$ cat config.mk
export PLATFORM = sky130hd
export DESIGN_NAME = sot_ctrl
export DESIGN_NICKNAME = d
export VERILOG_FILES = /design/src/sv/sot_pkg.sv /design/src/sv/sot_ctrl.sv
export SDC_FILE = /design/constraint.sdc
export NUM_CORES = 1
export LEC_CHECK = 0
export BUFFER_PORTS_ARGS = -buffer_cell sky130_fd_sc_hd__buf_2
export CAP_MARGIN = 20
export CORE_AREA = 2 2 39 41
export CTS_BUF_LIST = sky130_fd_sc_hd__clkbuf_2
export CTS_CLUSTER_DIAMETER = 120
export CTS_CLUSTER_SIZE = 12
export DETAILED_ROUTE_END_ITERATION = 6
export DIE_AREA = 0 0 41 43
export PLACE_DENSITY_LB_ADDON = 0.1
export SYNTH_ARGS = -nofsm -noshare
export SYNTH_HDL_FRONTEND = slang
export SYNTH_SLANG_ARGS = --single-unit
$ cat constraint.sdc
create_clock -name i_clk -period 1.7 [get_ports i_clk]
set_input_delay 0.255 -clock i_clk [delete_from_list [all_inputs] [get_ports i_clk]]
set_output_delay 0.255 -clock i_clk [all_outputs]
set_load 0.03 [all_outputs]
$ cat src/sv/sot_pkg.sv
// Shared definitions for the symbol occurrence table: default sizes,
// register map and the command/status bundles between controller and datapath.
// No dependencies.
package sot_pkg;

    localparam int TABLE_ENTRIES_DEF = 256;
    localparam int SYMBOL_BITS_DEF   = 16;
    localparam int COUNT_BITS_DEF    = 32;

    // Register map: the index is byte address divided by four.
    localparam logic REG_SYMBOL_BYTES = 1'b0;

    // Commands from the controller to the datapath, at most one per cycle.
    typedef struct packed {
        logic load;         // latch the item and read entry 0
        logic scan_next;    // read the next stored symbol
        logic cnt_read;     // read the count of the matched entry
        logic hit_update;   // write back the raised count, post the result
        logic miss_update;  // append or drop the symbol, post the result
    } t_dp_cmd;

    // Status from the datapath back to the controller.
    typedef struct packed {
        logic empty;        // no entries in use
        logic match;        // entry under compare matches the item
        logic last;         // entry under compare is the last one in use
    } t_dp_stat;

endpackage

$ cat src/sv/sot_ctrl.sv
// Controller of the symbol occurrence table: steps the scan over the stored
// symbols and sequences the count update. Depends on sot_pkg.
module sot_ctrl (
    input  logic              i_clk,
    input  logic              i_rst_n,
    input  logic              start,
    input  sot_pkg::t_dp_stat i_stat,
    output logic              busy,
    output sot_pkg::t_dp_cmd  o_cmd
);
    import sot_pkg::*;

    localparam logic [1:0] S_IDLE = 2'd0;
    localparam logic [1:0] S_SCAN = 2'd1;
    localparam logic [1:0] S_HIT  = 2'd2;
    localparam logic [1:0] S_MISS = 2'd3;

    logic [1:0] r_state;
    logic [1:0] n_state;

    always_comb begin
        n_state = r_state;
        o_cmd   = '0;
        case (r_state)
            S_IDLE: begin
                if (start) begin
                    o_cmd.load = 1'b1;
                    n_state    = i_stat.empty ? S_MISS : S_SCAN;
                end
            end
            S_SCAN: begin
                if (i_stat.match) begin
                    o_cmd.cnt_read = 1'b1;
                    n_state        = S_HIT;
                end else if (i_stat.last) begin
                    n_state = S_MISS;
                end else begin
                    o_cmd.scan_next = 1'b1;
                end
            end
            S_HIT: begin
                o_cmd.hit_update = 1'b1;
                n_state          = S_IDLE;
            end
            S_MISS: begin
                o_cmd.miss_update = 1'b1;
                n_state           = S_IDLE;
            end
            default: begin
                n_state = S_IDLE;
            end
        endcase
    end

    always_ff @(posedge i_clk) begin
        if (!i_rst_n) begin
            r_state <= S_IDLE;
        end else begin
            r_state <= n_state;
        end
    end

    assign busy = r_state != S_IDLE;

    a_cmd_onehot: assert property (@(posedge i_clk) disable iff (!i_rst_n)
        $onehot0(o_cmd))
        else $error("more than one datapath command in a cycle");

    a_scan_no_match: assert property (@(posedge i_clk) disable iff (!i_rst_n)
        o_cmd.scan_next |-> !i_stat.match && !i_stat.last)
        else $error("scan advanced past a match or past the last entry");

    a_hit_after_read: assert property (@(posedge i_clk) disable iff (!i_rst_n)
        o_cmd.cnt_read |=> o_cmd.hit_update)
        else $error("count read not followed by the count update");

    a_accept_moves: assert property (@(posedge i_clk) disable iff (!i_rst_n)
        start && !busy |=> r_state == S_SCAN || r_state == S_MISS)
        else $error("accepted item did not enter the scan or the append step");

endmodule

======== After elaboration in Yosys (flattened, before gate mapping) ========
Index checks and enable logic that the tools add are counted.
storage, ports and cells
  register bits ........................... 2
  output and inout bits ................... 6
  logic and storage cells ................. 23
cells by class
  equality and inequality tests ........... 5
  mux-type cells .......................... 13
  reductions and logical operators ........ 4
operators by type and width
  operator                                                               number
  2-bit two-way mux                                                      5
  1-bit two-way mux                                                      7
  2-bit case mux with 3 select lines                                     1
  2-bit equality test, second input constant                             2
  3-bit != test, second input constant                                   1
  2-bit by 1-bit equality test with 1-bit output, second input constant  1
  2-bit logical NOT                                                      1
  2-bit != test, second input constant                                   1
  2-bit AND reduction                                                    1
  2-bit nonzero test                                                     1
  2-bit OR reduction                                                     1

======== Depth between registers and ports, before layout ========
  word-level depth ........................ 3
  gate-level depth with buffers ........... 2
  gate-level depth less buffers ........... 2

======== Worst setup path before layout ========
Ideal clock, no wire load.
  kind .................................... reg-to-output
  start ................................... register r_state[0]
  end ..................................... output o_cmd[3] (netlist bit)
  arrival ................................. 1.003 ns
  data required time ...................... 1.445 ns
  path slack .............................. 0.442 ns
  stages on the path, launching flop included .. 2
  path through ............................ dfxtp_1 nor4b_2
RTL lines
  element                 RTL line        text
  start, declared         sot_ctrl.sv:18  logic [1:0] r_state;
  start signal, assigned  sot_ctrl.sv:59  r_state <= n_state;
  end, declared           sot_ctrl.sv:9   output sot_pkg::t_dp_cmd o_cmd

==> results.md <==
- CTS clk-pin slew, worst paths: 30 ps
- Synth Area per Inst: 8.84 um^2
- Post-DP Area: 216 um^2
- Design area: 231 um^2
- MaxCap Viol Count: 0
- Mux cell area share after synthesis: 0
- Hold Crit Class: input port to flop
- Seq cells post-synth: 2
- Count of different cell masters after synthesis: 12
- Wirelength per Cell: 7.89 um
- Later-pin clock latency in the skew report: 200 ps
- Max reg flops: 2
- Critical path origin: r_state[0]$_SDFFE_PN0P_
- Multi-input gate area: 97.6 um^2
- Global Route Usage Sum: 0.0601
- Met3 usage: 0.0628
- GR Overflow Total: 0
- Routed Antenna Nets: 0
- Largest family of logic cells by synthesized area: simple AND/OR/NAND/NOR gates
- Clk_skew: 3.28 ps
- Share of post-route cells with drive strength above 1: 0.667
- Clk buf depth: 2
- CP Max Fanout: 9
- Critical Path AT: 1070 ps
- Synth-to-layout area growth: 63.7%
- Total CTS buffers: 3
- Htree depth: 1
- CP endpoint kind: output port
- Biggest register: r_state
- Initial Utilization: 0.102
- Number of filler cells placed in the layout: 163
- Synth Area in Simple Gates: 0.584
- Commonest non-fill, non-tap cell in the layout: buf_2
- Vias in the first global route: 159
- Status: completed
- Slew Viols, Final: 0
- Power per standard cell area: 825 mW/mm^2
- Adder-Cell Fraction of Synth Area: 0
- Post-route DRC: 0
- Data required, critical path: 1440 ps
- Final setup TNS: 0 ps
- Most used routing layer: met2
- Die X-Extent: 41 um
- Clock root buffer: clkbuf_2
- Antenna diode count: 0
- Num rows: 14
- Post_cts resized: 0
- Compound-Gate Fraction of Synth Area: 0.106
- Fmax: 753 MHz
- Cells after synthesis: 16
- Die area: 0.00176 mm^2
- CTS tree: built
- GR Util met2: 0.0750
- Post-route worst setup slack: 372 ps
- Ys Warns: 0
- Core area: 0.00138 mm^2
- CP Class: flop to output port
- Via Count: 158
- Hold buffers post-CTS: 0
- Post-layout util: 0.167
- Die Y: 43 um
- Drt pass-1 iters: 2
- Storage element area: 40.0 um^2
- Iteration-0 DRC Markers: 1
- Peak supply drop: 0.000243 V
- Final number of hold-violating endpoints: 0
- RSZ-0062 raised after global routing: false
- Most frequent cells in the layout: buf_2 (11), nand2b_1 (3), clkbuf_2 (3)
- Largest regs: r_state (2)
- Routed WL: 363 um
- Setup violations, final: 0
- Buffers on Ports: 11
- Slew margin rel.: 0.865
- Initial antenna violation count: 0
- Leakage power: 0.000121 uW
- Drt via density: 3.43
- Met1 GRT Util: 0.0478
- NumNets Final: 38
- Final hold slack: 324 ps
- Least-Margin Pin Slew: 203 ps
- Post-Place Worst Slack: 572 ps
- XOR/XNOR Fraction of Synth Area: 0
- Postcts setup bufs: 0
- Hold wc startpoint: i_rst_n
- First-pass GRT wire length: 607 um
- Tcrit/Tclk final: 0.781
- # clock sinks: 2
- Post-synthesis sequential area ratio: 0.283
- Syn_nets: 22
- Largest net degree at the start of global routing: 10
- Cell area after synthesis: 141 um^2
- Tmin final: 1330 ps
- I/O pin cnt: 12
- Worst reg2reg startpoint: r_state[0]$_SDFFE_PN0P_
- Routability cong.: 0.588
- CP Launch Type: flop
[area by class of cell]
type                            count  share of cell area
Timing Repair Buffer               11               0.238
Inverter                            1              0.0162
Sequential cell                     2               0.173
Multi-Input combinational cell     13               0.422
Clock buffer                        3              0.0649
Tap cell                           16              0.0865
[worst paths after layout]
kind | to | slack (ps) | cells after the start
setup / recovery | o_cmd[4] | 370 | 3
hold / removal | r_state[0]$_SDFFE_PN0P_ | 320 | 3
setup reg to reg | r_state[1]$_SDFFE_PN0P_ | 960 | 2
hold reg to reg | r_state[0]$_SDFFE_PN0P_ | 550 | 2
[per-stage QoR]
step | power (uW) | instances
2_1_floorplan | 96.9 | 16
3_3_place_gp | 116 | 43
3_5_place_dp | 116 | 43
4_1_cts | 199 | 46
5_1_grt | 212 | 46
6_report | 191 | 46
[power by group]
group          internal [uW]  total [uW]  switching, uW  leakage, uW
clock network           46.9        76.5           29.6    0.0000125
registers               51.2        57.0           5.81    0.0000165
logic                   24.4        57.4           33.1    0.0000916
total                    122         191           68.5     0.000121
[logic make-up (layout without fill, tap and decap cells)]
logic type | after synthesis | count (layout)
buf+inv | 1 | 15
simple gates | 10 | 10
flops | 2 | 2
compound gates | 3 | 3
[Yosys cell counts (all sizes together)]
cell type | number | area, um^2
dfxtp | 2 | 40.0
and2b | 1 | 8.76
inv | 1 | 3.75
and2 | 1 | 7.51
and3b | 1 | 10.0
or2 | 1 | 8.76
nand2b | 3 | 18.8
nor2 | 1 | 6.26
nor4b | 1 | 15.0
nand3b | 1 | 7.51
a21oi | 2 | 10.0
o21ai | 1 | 5.00
[critical path: stages, from the launching register on]
cell and delay [ps]:
dfxtp_1 350, or2_4 270, nor2_2 60, buf_2 190
[layer usage]
metal,routed length [um],part of all wire,up-vias
met5,0,0,-
met4,8,0.022,0
li1,-,-,83
met3,45,0.12,2
met2,176,0.48,7
met1,132,0.36,66
No activity file was read; power rests on OpenSTA's default activity.
